**src/hdl/json_stream_validator_macros.svh**
```systemverilog
// ----------------------------------------------------------------------------
// Assertion macros for the JSON stream validator
// Shorthand for clocked implication checks with an active-low reset guard.
// ----------------------------------------------------------------------------
`ifndef JSON_STREAM_VALIDATOR_MACROS_SVH
`define JSON_STREAM_VALIDATOR_MACROS_SVH

// Same-cycle implication.
`define JSV_ASSERT_NOW(label, clk, rst_n, ante, cons) \
  label: assert property (@(posedge clk) disable iff (!rst_n) (ante) |-> (cons)) \
    else $error("assertion failed");

// Next-cycle implication.
`define JSV_ASSERT_NEXT(label, clk, rst_n, ante, cons) \
  label: assert property (@(posedge clk) disable iff (!rst_n) (ante) |=> (cons)) \
    else $error("assertion failed");

`endif

```
**src/hdl/jsv_pkg.sv**
```systemverilog
// ----------------------------------------------------------------------------
// jsv_pkg
// Shared types and codes of the JSON stream validator.
// ----------------------------------------------------------------------------
package jsv_pkg;

  localparam logic [2:0] ST_BUSY   = 3'd0;
  localparam logic [2:0] ST_ACCEPT = 3'd1;
  localparam logic [2:0] ST_SYNTAX = 3'd2;
  localparam logic [2:0] ST_DEPTH  = 3'd3;
  localparam logic [2:0] ST_NODES  = 3'd4;

  localparam logic [1:0] REG_MAX_DEPTH = 2'd0;
  localparam logic [1:0] REG_MAX_NODES = 2'd1;

  localparam int QUEUE_DEPTH = 4;
  localparam int QPTR_W      = 2;

  // Everything one input word produces: up to four decoded bytes.
  typedef struct packed {
    logic [2:0]      status;
    logic [2:0]      n_emit;
    logic [3:0][7:0] bytes;
    logic            key;
    logic [6:0]      depth;
  } pkt_t;

endpackage

```
**src/hdl/jsv_front.sv**
```systemverilog
// ----------------------------------------------------------------------------
// jsv_front
// Byte parser: one input word per cycle, produces one result packet.
// ----------------------------------------------------------------------------
module jsv_front #(
  parameter int STACK_DEPTH = 64,
  parameter int COUNT_BITS  = 16
) (
  input  logic            clk_i,
  input  logic            rst_ni,
  input  logic            cfg_valid_i,
  input  logic [1:0]      cfg_index_i,
  input  logic [15:0]     cfg_data_i,
  input  logic            in_valid_i,
  input  logic [7:0]      in_byte_i,
  input  logic            in_end_i,
  output logic            pkt_valid_o,
  output jsv_pkg::pkt_t   pkt_o
);
  import jsv_pkg::*;

  localparam int SP_W = $clog2(STACK_DEPTH + 1);

  typedef enum logic [4:0] {
    M_VAL, M_ARR_OPEN, M_OBJ_OPEN, M_KEY, M_COLON, M_AFTER, M_DONE, M_LIT,
    M_STR, M_ESC, M_HEX0, M_HEX1, M_HEX2, M_HEX3, M_LBS, M_LU,
    M_LHEX0, M_LHEX1, M_LHEX2, M_LHEX3,
    N_MINUS, N_ZERO, N_INT, N_FRAC0, N_FRAC, N_EXP0, N_EXPS, N_EXP
  } mode_e;

  mode_e                  mode_q, mode_d;
  logic [STACK_DEPTH-1:0] stk_q, stk_d;
  logic [SP_W-1:0]        sp_q, sp_d;
  logic [COUNT_BITS-1:0]  cnt_q, cnt_d, cnt_inc;
  logic [4:0]             lit_q, lit_d;
  logic [15:0]            hex_q, hex_d, acc;
  logic [9:0]             hs_q, hs_d;
  logic [2:0]             err_q, err_d;
  logic                   key_q, key_d;
  logic [5:0]             max_depth_q;
  logic [15:0]            max_nodes_q;

  logic [7:0]      c;
  logic            ws, dig, reproc, do_start;
  logic [4:0]      hv;
  logic [2:0]      n_emit;
  logic [3:0][7:0] eb;
  logic [1:0]      lid;
  logic [2:0]      lidx;
  logic [20:0]     cp_pair;
  logic [2:0]      status;

  function automatic logic [4:0] hex_val(input logic [7:0] b);
    logic [4:0] r;
    r = 5'h10;
    if (b inside {[8'h30:8'h39]}) r = {1'b0, 4'(b - 8'h30)};
    else if (b inside {[8'h61:8'h66]}) r = {1'b0, 4'(b - 8'h57)};
    else if (b inside {[8'h41:8'h46]}) r = {1'b0, 4'(b - 8'h37)};
    return r;
  endfunction

  function automatic logic [7:0] lit_char(input logic [1:0] id, input logic [2:0] ix);
    logic [7:0] r;
    r = 8'h00;
    case (id)
      2'd0: case (ix) 3'd0: r = "n"; 3'd1: r = "u"; 3'd2: r = "l"; 3'd3: r = "l";
              default: r = 8'h00; endcase
      2'd1: case (ix) 3'd0: r = "t"; 3'd1: r = "r"; 3'd2: r = "u"; 3'd3: r = "e";
              default: r = 8'h00; endcase
      2'd2: case (ix) 3'd0: r = "f"; 3'd1: r = "a"; 3'd2: r = "l"; 3'd3: r = "s";
              3'd4: r = "e"; default: r = 8'h00; endcase
      default: r = 8'h00;
    endcase
    return r;
  endfunction

  // UTF-8 encoding of a code point; the byte count sits in the top bits.
  function automatic logic [34:0] utf8_enc(input logic [20:0] cp);
    logic [2:0]      n;
    logic [3:0][7:0] b;
    b = '0;
    if (cp <= 21'h7f) begin
      n = 3'd1; b[0] = cp[7:0];
    end else if (cp <= 21'h7ff) begin
      n = 3'd2; b[0] = {3'b110, cp[10:6]}; b[1] = {2'b10, cp[5:0]};
    end else if (cp <= 21'hffff) begin
      n = 3'd3; b[0] = {4'b1110, cp[15:12]}; b[1] = {2'b10, cp[11:6]};
      b[2] = {2'b10, cp[5:0]};
    end else begin
      n = 3'd4; b[0] = {5'b11110, cp[20:18]}; b[1] = {2'b10, cp[17:12]};
      b[2] = {2'b10, cp[11:6]}; b[3] = {2'b10, cp[5:0]};
    end
    return {n, b};
  endfunction

  assign c       = in_byte_i;
  assign ws      = (c == 8'h20) || (c == 8'h09) || (c == 8'h0d) || (c == 8'h0a);
  assign dig     = c inside {[8'h30:8'h39]};
  assign hv      = hex_val(c);
  assign acc     = {hex_q[11:0], hv[3:0]};
  assign cnt_inc = (&cnt_q) ? cnt_q : cnt_q + 1'b1;
  assign lid     = lit_q[4:3];
  assign lidx    = lit_q[2:0];
  assign cp_pair = 21'h10000 + {1'b0, hs_q, acc[9:0]};

  always_comb begin
    mode_d   = mode_q;
    stk_d    = stk_q;
    sp_d     = sp_q;
    cnt_d    = cnt_q;
    lit_d    = lit_q;
    hex_d    = hex_q;
    hs_d     = hs_q;
    err_d    = err_q;
    key_d    = key_q;
    n_emit   = 3'd0;
    eb       = '0;
    reproc   = 1'b0;
    do_start = 1'b0;
    if (err_q == ST_BUSY) begin
      case (mode_q)
        M_VAL: if (!ws) do_start = 1'b1;
        M_ARR_OPEN: begin
          if (!ws) begin
            if (c == "]") begin
              sp_d   = sp_q - 1'b1;
              stk_d  = {1'b0, stk_q[STACK_DEPTH-1:1]};
              mode_d = (sp_q == SP_W'(1)) ? M_DONE : M_AFTER;
            end else begin
              do_start = 1'b1;
            end
          end
        end
        M_OBJ_OPEN, M_KEY: begin
          if (!ws) begin
            if (c == "}" && mode_q == M_OBJ_OPEN) begin
              sp_d   = sp_q - 1'b1;
              stk_d  = {1'b0, stk_q[STACK_DEPTH-1:1]};
              mode_d = (sp_q == SP_W'(1)) ? M_DONE : M_AFTER;
            end else if (c == "\"") begin
              key_d  = 1'b1;
              mode_d = M_STR;
            end else begin
              err_d = ST_SYNTAX;
            end
          end
        end
        M_COLON: begin
          if (!ws) begin
            if (c == ":") mode_d = M_VAL;
            else err_d = ST_SYNTAX;
          end
        end
        M_AFTER, M_DONE: reproc = 1'b1;
        M_LIT: begin
          if (lid == 2'd3 || lidx >= ((lid == 2'd2) ? 3'd5 : 3'd4) ||
              c != lit_char(lid, lidx)) begin
            err_d = ST_SYNTAX;
          end else begin
            lit_d = {lid, lidx + 3'd1};
            if ((lidx + 3'd1) == ((lid == 2'd2) ? 3'd5 : 3'd4)) begin
              mode_d = (sp_q == '0) ? M_DONE : M_AFTER;
            end
          end
        end
        M_STR: begin
          if (c == "\"") begin
            if (key_q) begin
              key_d  = 1'b0;
              mode_d = M_COLON;
            end else begin
              mode_d = (sp_q == '0) ? M_DONE : M_AFTER;
            end
          end else if (c < 8'h20) begin
            err_d = ST_SYNTAX;
          end else if (c == "\\") begin
            mode_d = M_ESC;
          end else begin
            n_emit = 3'd1;
            eb[0]  = c;
          end
        end
        M_ESC: begin
          mode_d = M_STR;
          n_emit = 3'd1;
          case (c)
            "\"":    eb[0] = 8'h22;
            "\\":    eb[0] = 8'h5c;
            "/":     eb[0] = 8'h2f;
            "b":     eb[0] = 8'h08;
            "f":     eb[0] = 8'h0c;
            "n":     eb[0] = 8'h0a;
            "r":     eb[0] = 8'h0d;
            "t":     eb[0] = 8'h09;
            "u": begin
              n_emit = 3'd0;
              hex_d  = '0;
              mode_d = M_HEX0;
            end
            default: begin
              n_emit = 3'd0;
              mode_d = M_ESC;
              err_d  = ST_SYNTAX;
            end
          endcase
        end
        M_HEX0, M_HEX1, M_HEX2, M_LHEX0, M_LHEX1, M_LHEX2: begin
          if (hv[4]) begin
            err_d = ST_SYNTAX;
          end else begin
            hex_d  = acc;
            mode_d = mode_e'(mode_q + 5'd1);
          end
        end
        M_HEX3: begin
          if (hv[4]) begin
            err_d = ST_SYNTAX;
          end else begin
            hex_d = acc;
            if (acc inside {[16'hd800:16'hdbff]}) begin
              hs_d   = acc[9:0];
              mode_d = M_LBS;
            end else if (acc inside {[16'hdc00:16'hdfff]}) begin
              err_d = ST_SYNTAX;
            end else begin
              {n_emit, eb} = utf8_enc({5'd0, acc});
              mode_d       = M_STR;
            end
          end
        end
        M_LHEX3: begin
          if (hv[4]) begin
            err_d = ST_SYNTAX;
          end else begin
            hex_d = acc;
            if (!(acc inside {[16'hdc00:16'hdfff]})) begin
              err_d = ST_SYNTAX;
            end else begin
              {n_emit, eb} = utf8_enc(cp_pair);
              mode_d       = M_STR;
            end
          end
        end
        M_LBS: begin
          if (c == "\\") mode_d = M_LU;
          else err_d = ST_SYNTAX;
        end
        M_LU: begin
          if (c == "u") begin
            hex_d  = '0;
            mode_d = M_LHEX0;
          end else begin
            err_d = ST_SYNTAX;
          end
        end
        N_MINUS: begin
          if (c == "0") mode_d = N_ZERO;
          else if (c inside {[8'h31:8'h39]}) mode_d = N_INT;
          else err_d = ST_SYNTAX;
        end
        N_ZERO, N_INT, N_FRAC: begin
          if (dig && mode_q != N_ZERO) begin
            mode_d = mode_q;
          end else if (c == "." && mode_q != N_FRAC) begin
            mode_d = N_FRAC0;
          end else if (c == "e" || c == "E") begin
            mode_d = N_EXP0;
          end else begin
            reproc = 1'b1;
          end
        end
        N_FRAC0: begin
          if (dig) mode_d = N_FRAC;
          else err_d = ST_SYNTAX;
        end
        N_EXP0: begin
          if (c == "+" || c == "-") mode_d = N_EXPS;
          else if (dig) mode_d = N_EXP;
          else err_d = ST_SYNTAX;
        end
        N_EXPS: begin
          if (dig) mode_d = N_EXP;
          else err_d = ST_SYNTAX;
        end
        N_EXP: if (!dig) reproc = 1'b1;
        default: err_d = ST_SYNTAX;
      endcase

      // The byte after a value, including the byte that ends a number.
      if (reproc && !ws) begin
        if (sp_q == '0) begin
          err_d = ST_SYNTAX;
        end else if (c == ",") begin
          mode_d = stk_q[0] ? M_KEY : M_VAL;
        end else if ((c == "]" && !stk_q[0]) || (c == "}" && stk_q[0])) begin
          sp_d   = sp_q - 1'b1;
          stk_d  = {1'b0, stk_q[STACK_DEPTH-1:1]};
          mode_d = (sp_q == SP_W'(1)) ? M_DONE : M_AFTER;
        end else begin
          err_d = ST_SYNTAX;
        end
      end else if (reproc) begin
        mode_d = (sp_q == '0) ? M_DONE : M_AFTER;
      end

      if (do_start) begin
        if (32'(sp_q) > 32'(max_depth_q)) begin
          err_d = ST_DEPTH;
        end else begin
          cnt_d = cnt_inc;
          if (32'(cnt_inc) > 32'(max_nodes_q)) begin
            err_d = ST_NODES;
          end else if (c == "n" || c == "t" || c == "f") begin
            lit_d  = {(c == "n") ? 2'd0 : (c == "t") ? 2'd1 : 2'd2, 3'd1};
            mode_d = M_LIT;
          end else if (c == "\"") begin
            key_d  = 1'b0;
            mode_d = M_STR;
          end else if (c == "[" || c == "{") begin
            if (32'(sp_q) >= STACK_DEPTH) begin
              err_d = ST_DEPTH;
            end else begin
              stk_d  = {stk_q[STACK_DEPTH-2:0], c == "{"};
              sp_d   = sp_q + 1'b1;
              mode_d = (c == "{") ? M_OBJ_OPEN : M_ARR_OPEN;
            end
          end else if (c == "-") begin
            mode_d = N_MINUS;
          end else if (c == "0") begin
            mode_d = N_ZERO;
          end else if (c inside {[8'h31:8'h39]}) begin
            mode_d = N_INT;
          end else begin
            err_d = ST_SYNTAX;
          end
        end
      end
    end

    status = err_d;
    if (in_end_i && err_d == ST_BUSY) begin
      status = (sp_d == '0 && (mode_d == M_DONE || mode_d == N_ZERO || mode_d == N_INT ||
                mode_d == N_FRAC || mode_d == N_EXP)) ? ST_ACCEPT : ST_SYNTAX;
    end
  end

  assign pkt_valid_o   = in_valid_i;
  assign pkt_o.status  = status;
  assign pkt_o.n_emit  = n_emit;
  assign pkt_o.bytes   = eb;
  assign pkt_o.key     = key_q;
  assign pkt_o.depth   = 7'(sp_d);

  always_ff @(posedge clk_i or negedge rst_ni) begin
    if (!rst_ni) begin
      mode_q      <= M_VAL;
      sp_q        <= '0;
      cnt_q       <= '0;
      lit_q       <= '0;
      hex_q       <= '0;
      hs_q        <= '0;
      err_q       <= ST_BUSY;
      key_q       <= 1'b0;
      max_depth_q <= 6'd32;
      max_nodes_q <= 16'd12000;
    end else begin
      if (cfg_valid_i && cfg_index_i == REG_MAX_DEPTH) max_depth_q <= cfg_data_i[5:0];
      if (cfg_valid_i && cfg_index_i == REG_MAX_NODES) max_nodes_q <= cfg_data_i;
      if (in_valid_i) begin
        if (in_end_i) begin
          mode_q <= M_VAL;
          sp_q   <= '0;
          cnt_q  <= '0;
          lit_q  <= '0;
          hex_q  <= '0;
          hs_q   <= '0;
          err_q  <= ST_BUSY;
          key_q  <= 1'b0;
        end else begin
          mode_q <= mode_d;
          sp_q   <= sp_d;
          cnt_q  <= cnt_d;
          lit_q  <= lit_d;
          hex_q  <= hex_d;
          hs_q   <= hs_d;
          err_q  <= err_d;
          key_q  <= key_d;
        end
      end
    end
  end

  // Container stack as a shift line: the innermost container sits in bit 0.
  always_ff @(posedge clk_i) begin
    if (in_valid_i) stk_q <= stk_d;
  end

endmodule

```
**src/hdl/jsv_fifo.sv**
```systemverilog
// ----------------------------------------------------------------------------
// jsv_fifo
// Short packet queue between the parser and the result serializer.
// ----------------------------------------------------------------------------
`include "json_stream_validator_macros.svh"

module jsv_fifo (
  input  logic          clk_i,
  input  logic          rst_ni,
  input  logic          push_i,
  input  jsv_pkg::pkt_t push_data_i,
  input  logic          pop_i,
  output logic          full_o,
  output logic          empty_o,
  output jsv_pkg::pkt_t head_o
);
  import jsv_pkg::*;

  pkt_t              mem_q [QUEUE_DEPTH];
  logic [QPTR_W-1:0] wr_q, rd_q;
  logic [QPTR_W:0]   count_q;

  assign full_o  = (count_q == (QPTR_W + 1)'(QUEUE_DEPTH));
  assign empty_o = (count_q == '0);
  assign head_o  = mem_q[rd_q];

  always_ff @(posedge clk_i) begin
    if (push_i) mem_q[wr_q] <= push_data_i;
  end

  always_ff @(posedge clk_i or negedge rst_ni) begin
    if (!rst_ni) begin
      wr_q    <= '0;
      rd_q    <= '0;
      count_q <= '0;
    end else begin
      if (push_i) wr_q <= wr_q + 1'b1;
      if (pop_i) rd_q <= rd_q + 1'b1;
      count_q <= count_q + (QPTR_W + 1)'(push_i) - (QPTR_W + 1)'(pop_i);
    end
  end

  `JSV_ASSERT_NOW(a_count_bound, clk_i, rst_ni, 1'b1, count_q <= (QPTR_W + 1)'(QUEUE_DEPTH))
  `JSV_ASSERT_NOW(a_no_pop_empty, clk_i, rst_ni, pop_i, count_q != '0)
  `JSV_ASSERT_NEXT(a_push_grows, clk_i, rst_ni, push_i && !pop_i, count_q == $past(count_q) + 1'b1)

endmodule

```
**src/hdl/jsv_back.sv**
```systemverilog
// ----------------------------------------------------------------------------
// jsv_back
// Result serializer: sends each packet as one to four output words.
// ----------------------------------------------------------------------------
module jsv_back (
  input  logic          clk_i,
  input  logic          rst_ni,
  input  logic          empty_i,
  input  jsv_pkg::pkt_t head_i,
  output logic          pop_o,
  output logic          out_valid_o,
  input  logic          out_ready_i,
  output logic [2:0]    status_o,
  output logic          dvalid_o,
  output logic [7:0]    dbyte_o,
  output logic          key_o,
  output logic [6:0]    depth_o,
  output logic          last_o
);
  import jsv_pkg::*;

  logic [1:0] idx_q;
  logic       has;

  assign has         = (head_i.n_emit != 3'd0);
  assign last_o      = !has || ({1'b0, idx_q} == head_i.n_emit - 3'd1);
  assign out_valid_o = !empty_i;
  assign pop_o       = out_valid_o && out_ready_i && last_o;
  assign status_o    = head_i.status;
  assign dvalid_o    = has;
  assign dbyte_o     = has ? head_i.bytes[idx_q] : 8'h00;
  assign key_o       = has && head_i.key;
  assign depth_o     = head_i.depth;

  always_ff @(posedge clk_i or negedge rst_ni) begin
    if (!rst_ni) begin
      idx_q <= '0;
    end else if (out_valid_o && out_ready_i) begin
      idx_q <= last_o ? 2'd0 : idx_q + 2'd1;
    end
  end

endmodule

```
**src/hdl/json_stream_validator.sv**
```systemverilog
// ----------------------------------------------------------------------------
// json_stream_validator
// Streaming strict-JSON syntax checker with string unescaping.
// ----------------------------------------------------------------------------
// The block takes one document byte per input word and, when the output side
// keeps up, accepts a new byte every cycle. Each byte produces one output word,
// or one word per decoded string byte (up to four for a surrogate pair), and
// the output sends one word per cycle while the receiver is ready. A four-entry
// queue between the parser and the serializer absorbs the resulting bursts;
// input stalls only when the queue is full. Every word carries the running
// status and nesting depth; the word marked tlast is the last one caused by its
// input byte. An error is latched and reported on every word until the byte
// flagged as the end of the document, which gives the final verdict and
// restarts the parser. The two limit registers are to be written through the
// configuration channel only while idle; the block itself does not enforce this.
module json_stream_validator #(
  parameter int STACK_DEPTH = 64,
  parameter int COUNT_BITS  = 16
) (
  input  logic        clk_i,
  input  logic        rst_ni,
  // Configuration write channel; index 0 is max_depth, index 1 is max_nodes.
  input  logic        cfg_valid_i,
  output logic        cfg_ready_o,
  input  logic [1:0]  cfg_index_i,
  input  logic [15:0] cfg_data_i,
  // Input stream.
  input  logic        s_axis_tvalid,
  output logic        s_axis_tready,
  input  logic [7:0]  s_axis_tdata,   // [7:0] in_byte
  input  logic        s_axis_tlast,   // end_of_doc
  // Result stream.
  output logic        m_axis_tvalid,
  input  logic        m_axis_tready,
  output logic [23:0] m_axis_tdata,   // [2:0] status, [10:3] decoded_byte,
                                      // [17:11] nest_depth, [23:18] zero
  output logic [1:0]  m_axis_tuser,   // [0] decoded_valid, [1] in_key
  output logic        m_axis_tlast    // run_last
);
  import jsv_pkg::*;

  pkt_t       pkt, head;
  logic       pkt_valid, full, empty, pop;
  logic [2:0] status;
  logic       dvalid, key;
  logic [7:0] dbyte;
  logic [6:0] depth;

  // Configuration writes are always taken.
  assign cfg_ready_o   = 1'b1;
  assign s_axis_tready = !full;

  jsv_front #(
    .STACK_DEPTH (STACK_DEPTH),
    .COUNT_BITS  (COUNT_BITS)
  ) u_front (
    .clk_i       (clk_i),
    .rst_ni      (rst_ni),
    .cfg_valid_i (cfg_valid_i),
    .cfg_index_i (cfg_index_i),
    .cfg_data_i  (cfg_data_i),
    .in_valid_i  (s_axis_tvalid && !full),
    .in_byte_i   (s_axis_tdata),
    .in_end_i    (s_axis_tlast),
    .pkt_valid_o (pkt_valid),
    .pkt_o       (pkt)
  );

  jsv_fifo u_fifo (
    .clk_i       (clk_i),
    .rst_ni      (rst_ni),
    .push_i      (pkt_valid),
    .push_data_i (pkt),
    .pop_i       (pop),
    .full_o      (full),
    .empty_o     (empty),
    .head_o      (head)
  );

  jsv_back u_back (
    .clk_i       (clk_i),
    .rst_ni      (rst_ni),
    .empty_i     (empty),
    .head_i      (head),
    .pop_o       (pop),
    .out_valid_o (m_axis_tvalid),
    .out_ready_i (m_axis_tready),
    .status_o    (status),
    .dvalid_o    (dvalid),
    .dbyte_o     (dbyte),
    .key_o       (key),
    .depth_o     (depth),
    .last_o      (m_axis_tlast)
  );

  assign m_axis_tdata = {6'd0, depth, dbyte, status};
  assign m_axis_tuser = {key, dvalid};

endmodule

```
**config.mk**
```make
export PLATFORM = sky130hd
export DESIGN_NAME = json_stream_validator
export DESIGN_NICKNAME = d
export VERILOG_FILES = /design/src/hdl/jsv_pkg.sv /design/src/hdl/jsv_front.sv /design/src/hdl/jsv_fifo.sv /design/src/hdl/jsv_back.sv /design/src/hdl/json_stream_validator.sv
export VERILOG_INCLUDE_DIRS = /design/src /design/src/hdl
export SDC_FILE = /design/constraint.sdc
export NUM_CORES = 1
export LEC_CHECK = 0
export BUFFER_PORTS_ARGS = -buffer_cell sky130_fd_sc_hd__buf_2
export CAP_MARGIN = 20
export CORE_MARGIN = 8
export CORE_UTILIZATION = 30
export DETAILED_ROUTE_END_ITERATION = 8
export PLACE_DENSITY = 0.48
export SYNTH_ARGS = -nofsm -noshare
export SYNTH_HDL_FRONTEND = slang
export SYNTH_HIERARCHICAL = 1
export SYNTH_SLANG_ARGS = --single-unit
```
**constraint.sdc**
```tcl
create_clock -name clk_i -period 5.2 [get_ports clk_i]
set_clock_uncertainty 0.15 [all_clocks]
set_input_delay 1.04 -clock clk_i [delete_from_list [all_inputs] [get_ports clk_i]]
set_output_delay 1.04 -clock clk_i [all_outputs]
set_load 0.03 [all_outputs]
```
# After elaboration in Yosys (flattened, before gate mapping)
# Memories as Yosys holds them, arrays and structs flattened.
# Index checks and enable logic that the tools add are counted.
# Widths: inputs -> output; s select.
dict set report classes {
  add_sub_neg 15
  magnitude_cmp 22
  eq_ne 76
  mux 228
  reduce_logical 73
}
# op count
set ops {}
lappend ops {{$mux 64} 15}
lappend ops {{$mux 5} 55}
lappend ops {{$mux 32} 6}
lappend ops {{$mux 3} 52}
lappend ops {{$pmux 64 s2} 1}
lappend ops {{$mux 7} 17}
lappend ops {{$mux 16} 7}
lappend ops {{$eq 8x7->1 const B} 13}
lappend ops {{$mux 8} 11}
lappend ops {{$eq 5x5->1 const B} 16}
lappend ops {{$pmux 5 s16} 1}
lappend ops {{$eq 8x6->1 const B} 9}
lappend ops {{$pmux 7 s8} 1}
lappend ops {{$mux 10} 5}
lappend ops {{$mux 12} 4}
lappend ops {{$mux 24} 2}
lappend ops {{$pmux 24 s2} 1}
lappend ops {{$pmux 3 s14} 1}
lappend ops {{$eq 5x4->1 const B} 8}
lappend ops {{$pmux 7 s5} 1}
lappend ops {{$ge 16x16->1 const B} 2}
lappend ops {{$le 16x16->1 const B} 2}
lappend ops {{$pmux 8 s4} 1}
lappend ops {{$pmux 7 s4} 1}
lappend ops {{75 further kinds} 182}
dict set report word_totals {
  regBits 154
  mem_bits_rw 184
  output_inout_bits 30
  word_cells 430
  memories 1
}
# memory depth width rd rd_ports_with_merged_regs write_ports line_no
set mem_list {}
lappend mem_list {u_fifo.mem_q 4 46 1 0 1 jsv_fifo.sv:19} ;# pkt_t mem_q [QUEUE_DEPTH];

# Logic depth before layout (Yosys ltp)
dict set report logic_depth {
  depth_word 33
  depth_mapped 22
  depth_no_buf 20
}

# Hierarchy
# The synthesis kept the hierarchy.
# mod n_inst cells_per_inst area_each_um2 seq_area_each_um2
set by_module_without_submodules {}
lappend by_module_without_submodules {jsv_front 1 1420 11851.4 3958.8}
lappend by_module_without_submodules {jsv_fifo 1 274 7019.2 5700.5}
lappend by_module_without_submodules {jsv_back 1 54 595.6 50.0}
lappend by_module_without_submodules {json_stream_validator 1 13 85.1 0.0}

# Worst setup path after synthesis
# OpenSTA, ideal clock, no wires.
dict set report synth_timing {
  path_type {register -> register}
  from {register u_front.cnt_q[3]}
  to {memory u_fifo/mem_q[0][44] in the netlist's numbering (data pin)}
  arrival_time_ns 4.397
  slack_ns 0.385
  stages_incl_launch_ff 23
  n_path_buf 2
  synth_period_minus_slack_ns 4.815
  cell_sequence {dfrtp_1 > nand3_1 > nor2_1 > and3_1 > nand3_1 > or4_1 > clkbuf_1 > nand2b_1 > nor2_1 > xor2_1 > ha_1 > nand4_1 > nor4_1 > nor3_1 > o31ai_1 > and4b_1 > buf_2 > nand2_1 > a221oi_1 > a21oi_1 > nor4b_1 > a211oi_2 > o22a_1}
}
# item line_no
set synth_rtl {}
lappend synth_rtl {{from (decl)} jsv_front.sv:34} ;# logic [COUNT_BITS-1:0] cnt_q, cnt_d, cnt_inc;
lappend synth_rtl {{from (signal assigned)} jsv_front.sv:382} ;# cnt_q <= cnt_d;
lappend synth_rtl {{to (decl)} jsv_fifo.sv:19}

==> metrics.yaml <==
run_status:
  outcome: "complete, no violations"
worst_setup_path:
  path_cells: "nand3_1 > nor2_1 > and3_4 > nand3_1 > buf_4 > nor4_1 > nor2b_1 > a21oi_1 > ha_1 > nand4_1 > nor4_2 > nor3_1 > o31ai_1 > o21ai_0 > buf_4 > o311ai_2 > o211ai_1 > a21oi_2 > mux2i_1 > a211oi_2 > o22a_1"
  regToRegEndpoint: "u_fifo/mem_q[1][44]"
  cp_top_family: "simple AND/OR/NAND/NOR gates"
  cp_slowest_cell: "dfrtp_1"
  worst-path-max-fanout: 5
  worstSetupPathType: "register to register"
  crit-reg2reg-launch: "u_front/cnt_q[5]"
  startpoint_type: "register"
  r2r_cells: 21
  cp-end-kind: "register"
  arrival_ns: 5.03
  reg2reg_slack_ns: 0.32
  cp.required_ns: 5.34
  cp_slowest_stage_delay_ns: 0.40
  path_buf_inv: 2
synth:
  yosys-top-cells-area: "edfxtp_1 38%, dfrtp_1 10%, mux4_2 5.9%"
  synth_top_family_by_area: "simple AND/OR/NAND/NOR gates"
  yosysSeqAreaShare_pct: 49.7
  synth_edf_count: 248
  synth_area_um2: 19600
  synthFlopType: "edfxtp_1"
  ys_types: 104
  ys_ff_latch: 338
  yosys.area_share.simple_pct: 16.8
  synth_top_area_cell: "edfxtp_1"
  syn_avg_cell_area_um2: 11.1
  muxShareOfSynthArea_pct: 8.30
  synthAdderAreaFrac_pct: 3.49
  synth_compound_area_share_pct: 15.6
  netlist_instances: 1761
  yosysTopAreaCellShare_pct: 38.1
  synthXorXnorAreaFrac_pct: 1.17
  async_flop_share_pct: 26.6
  yosys_warnings: 6
routing:
  drcViolationCount: 0
  routed.top_layer: "met4"
  wire_per_inst_um: 21.6
  dr.pass1.iters: 5
  avgViaCountPerCell: 5.47
  routed_wl_mm: 58.7
  first_iter_violations: 1336
  dr_wl_met2_mm: 28.7
  dr_wl_met3_mm: 2.74
  ant_nets: 0
  num_vias: 14900
  wl_met1_mm: 25.6
grt:
  grt_pass1_vias: 14800
  grt_max_degree: 65
  grt-ovfl-total: 0
  grtUsageTotal_pct: 15.5
  grt_antenna_before_repair: 2
  grt_pass1_wl_mm: 90.8
hold_path:
  whs_path_depth: 1
  hold_end: "u_front/max_nodes_q[14]"
  min_path_type: "register to register"
  hp-start: "u_front/max_nodes_q[14]"
timing:
  timing.final.hold_violations: 0
  min_period_over_period_pct: 93.9
  post-route-min-period_ns: 4.88
  finalSetupViolCount: 0
  maxSlewHeadroom_pct: 28.7
  fin_tns_setup_ns: 0
  fmax_mhz: 205
  tightest_slew_ns: 1.06
  maxSlewViolCount: 0
power:
  peakVddDrop_mv: 0.245
  power_density_nw_per_um2: 454
  leakagePower_nw: 8.27
layout:
  fillCellCount: 6492
  final_area_um2: 22300
  area_growth_pct: 14.1
  layout-drive-gt1-share_pct: 19.0
  final_nets: 1915
clock_network:
  numCtsBuffers: 37
  clock-root-buffer: "clkbuf_16"
  cts_max_path_buffers: 3
  postCtsSetupBuffers: 0
  htree_levels: 2
  cts.sinks: 338
  cts_tree: "built"
  clkLatencyLatePin_ns: 0.56
  path_clk_slew_ns: 0.06
die:
  fp.dieW_um: 271
  start_util_pct: 30.3
  core_um2: 64500
  dieHeight_um: 271
  rows: 93
  io_pins: 62
  dieArea_um2: 73600
placed_design:
  gp_congestion: 0.926
  dp_hpwl_mm: 41.8
  placed_area_um2: 21100
  port-buffer-count: 54
flow_run:
  cap_viol_max_count: 0
==> layer usage <==
| layer | up-vias | track usage [%] |
|---|---|---|
| met4 | 0 | 4.75 |
| met1 | 7473 | 20.4 |
| li1 | 6878 | - |
| met2 | 404 | 26.1 |
| met5 | - | 0 |
| met3 | 97 | 2.28 |
==> what timing repair did <==
action | 4_1_cts | 5_1_grt
hold buffers | 0 | 0
pin swaps | 0 | 4
endpoints found under the setup margin | 4 | 45
resized for setup | 1 | 12
==> logic make-up after synthesis <==
kind of cell / count (synthesis)
AND/OR/NAND/NOR: 612
AO/OA/AOI/OAI: 428
flip-flops: 338
buffers and inverters: 212
multiplexers: 90
adder cells (fa/ha/maj): 54
XOR/XNOR: 24
other: 3
==> synthesized netlist by cell type (19+ instances only) <==
library cell  instances
edfxtp_1            248
nor2_1              144
nand2_1             124
o21ai_0              96
dfrtp_1              82
inv_1                75
clkbuf_1             73
a21oi_1              67
and3_1               54
nand3_1              54
ha_1                 53
mux4_2               51
a221o_1              39
a221oi_1             36
nor3_1               35
buf_4                27
and2_1               26
buf_2                26
nand2b_1             26
nor2b_1              26
mux2_2               25
o31ai_1              21
nor4_1               19
o211ai_1             19
==> how the worst max path moves through the flow <==
stage | depth (start not counted) | slack, ns | startpoint | to
global placement | 15 | -0.15 | s_axis_tdata[0] | u_fifo/mem_q[3][43]
global route | 23 | -0.04 | u_front/cnt_q[5] | u_fifo/mem_q[1][44]
finish | 21 | 0.32 | u_front/cnt_q[5] | u_fifo/mem_q[1][44]
detailed placement | 15 | -0.21 | s_axis_tdata[0] | u_fifo/mem_q[3][43]
CTS | 20 | 0.05 | u_front/cnt_q[5] | u_fifo/mem_q[1][43]
floorplan | 22 | 0.39 | u_front/cnt_q[3] | u_fifo/mem_q[0][44]
==> flip-flops by register name, indices dropped and copies added, names as in the netlist <==
signal	cells
u_fifo/mem_q	184
u_front/stk_q	64
u_front/cnt_q	16
u_front/max_nodes_q	16
u_front/hex_q	12
u_front/hs_q	10
u_front/sp_q	7
u_front/max_depth_q	6
u_front/lit_q	5
u_front/mode_q	5
u_fifo/count_q	3
u_front/err_q	3
u_back/idx_q	2
u_fifo/rd_q	2
u_fifo/wr_q	2
u_front/key_q	1
==> stage by stage <==
stage / std cells / worst slack, ns / power, mW / utilization, % / hold slack [ns]
after floorplan: 1768 / 0.385 / 6.60 / - / 0.323
after detailed placement: 2644 / -0.205 / 7.68 / 32.7 / 0.348
final: 2714 / 0.315 / 10.1 / 34.6 / 0.355
after global routing: 2713 / -0.0362 / 10.7 / 34.6 / 0.383
after global placement: 2643 / -0.149 / 7.62 / 32.7 / 0.344
after CTS: 2712 / 0.0530 / 10.3 / 34.5 / 0.360
==> layout by cell type (no fill, tap or decap), types with 37 or more instances in the layout <==
cell type / Yosys / final
a21oi_1: 67 / 67
a221o_1: 39 / 39
and3_1: 54 / 53
buf_2: 26 / 53
buf_4: 27 / 101
clkbuf_16: 0 / 37
dfrtp_1: 82 / 80
edfxtp_1: 248 / 248
ha_1: 53 / 53
inv_1: 75 / 74
mux4_2: 51 / 51
nand2_1: 124 / 123
nand3_1: 54 / 54
nor2_1: 144 / 144
o21ai_0: 96 / 93
==> worst reg2reg max path, delay by kind of cell, from the launching register on <==
kind                       cells  cell delay (ns)
buffers and inverters          2             0.36
and+or+nand+nor                9             1.76
AOI/OAI and AO/OA              8             1.38
muxes                          1             0.26
DFF                            1             0.40
adders and majority gates      1             0.34
==> report_power, final <==
part	leakage, nW	internal, mW	total, mW	switching, mW
clock	0.552	1.42	2.52	1.10
sequential	3.51	3.58	4.04	0.464
combinational	4.21	1.48	3.56	2.07
==> final cells by class <==
| cell class | instances | area (um^2) | share of cell area (%) |
|---|---|---|---|
| multi-input combinational | 1218 | 9010 | 40.4 |
| antenna | 1 | 2.50 | 0.0112 |
| sequential | 338 | 9710 | 43.5 |
| clock buffer | 54 | 1010 | 4.52 |
| inverter | 77 | 290 | 1.30 |
| tap | 855 | 1070 | 4.79 |
| clock inverter | 14 | 145 | 0.650 |
| timing repair buffer | 157 | 1070 | 4.80 |
Power figures use the tool's default switching activity.
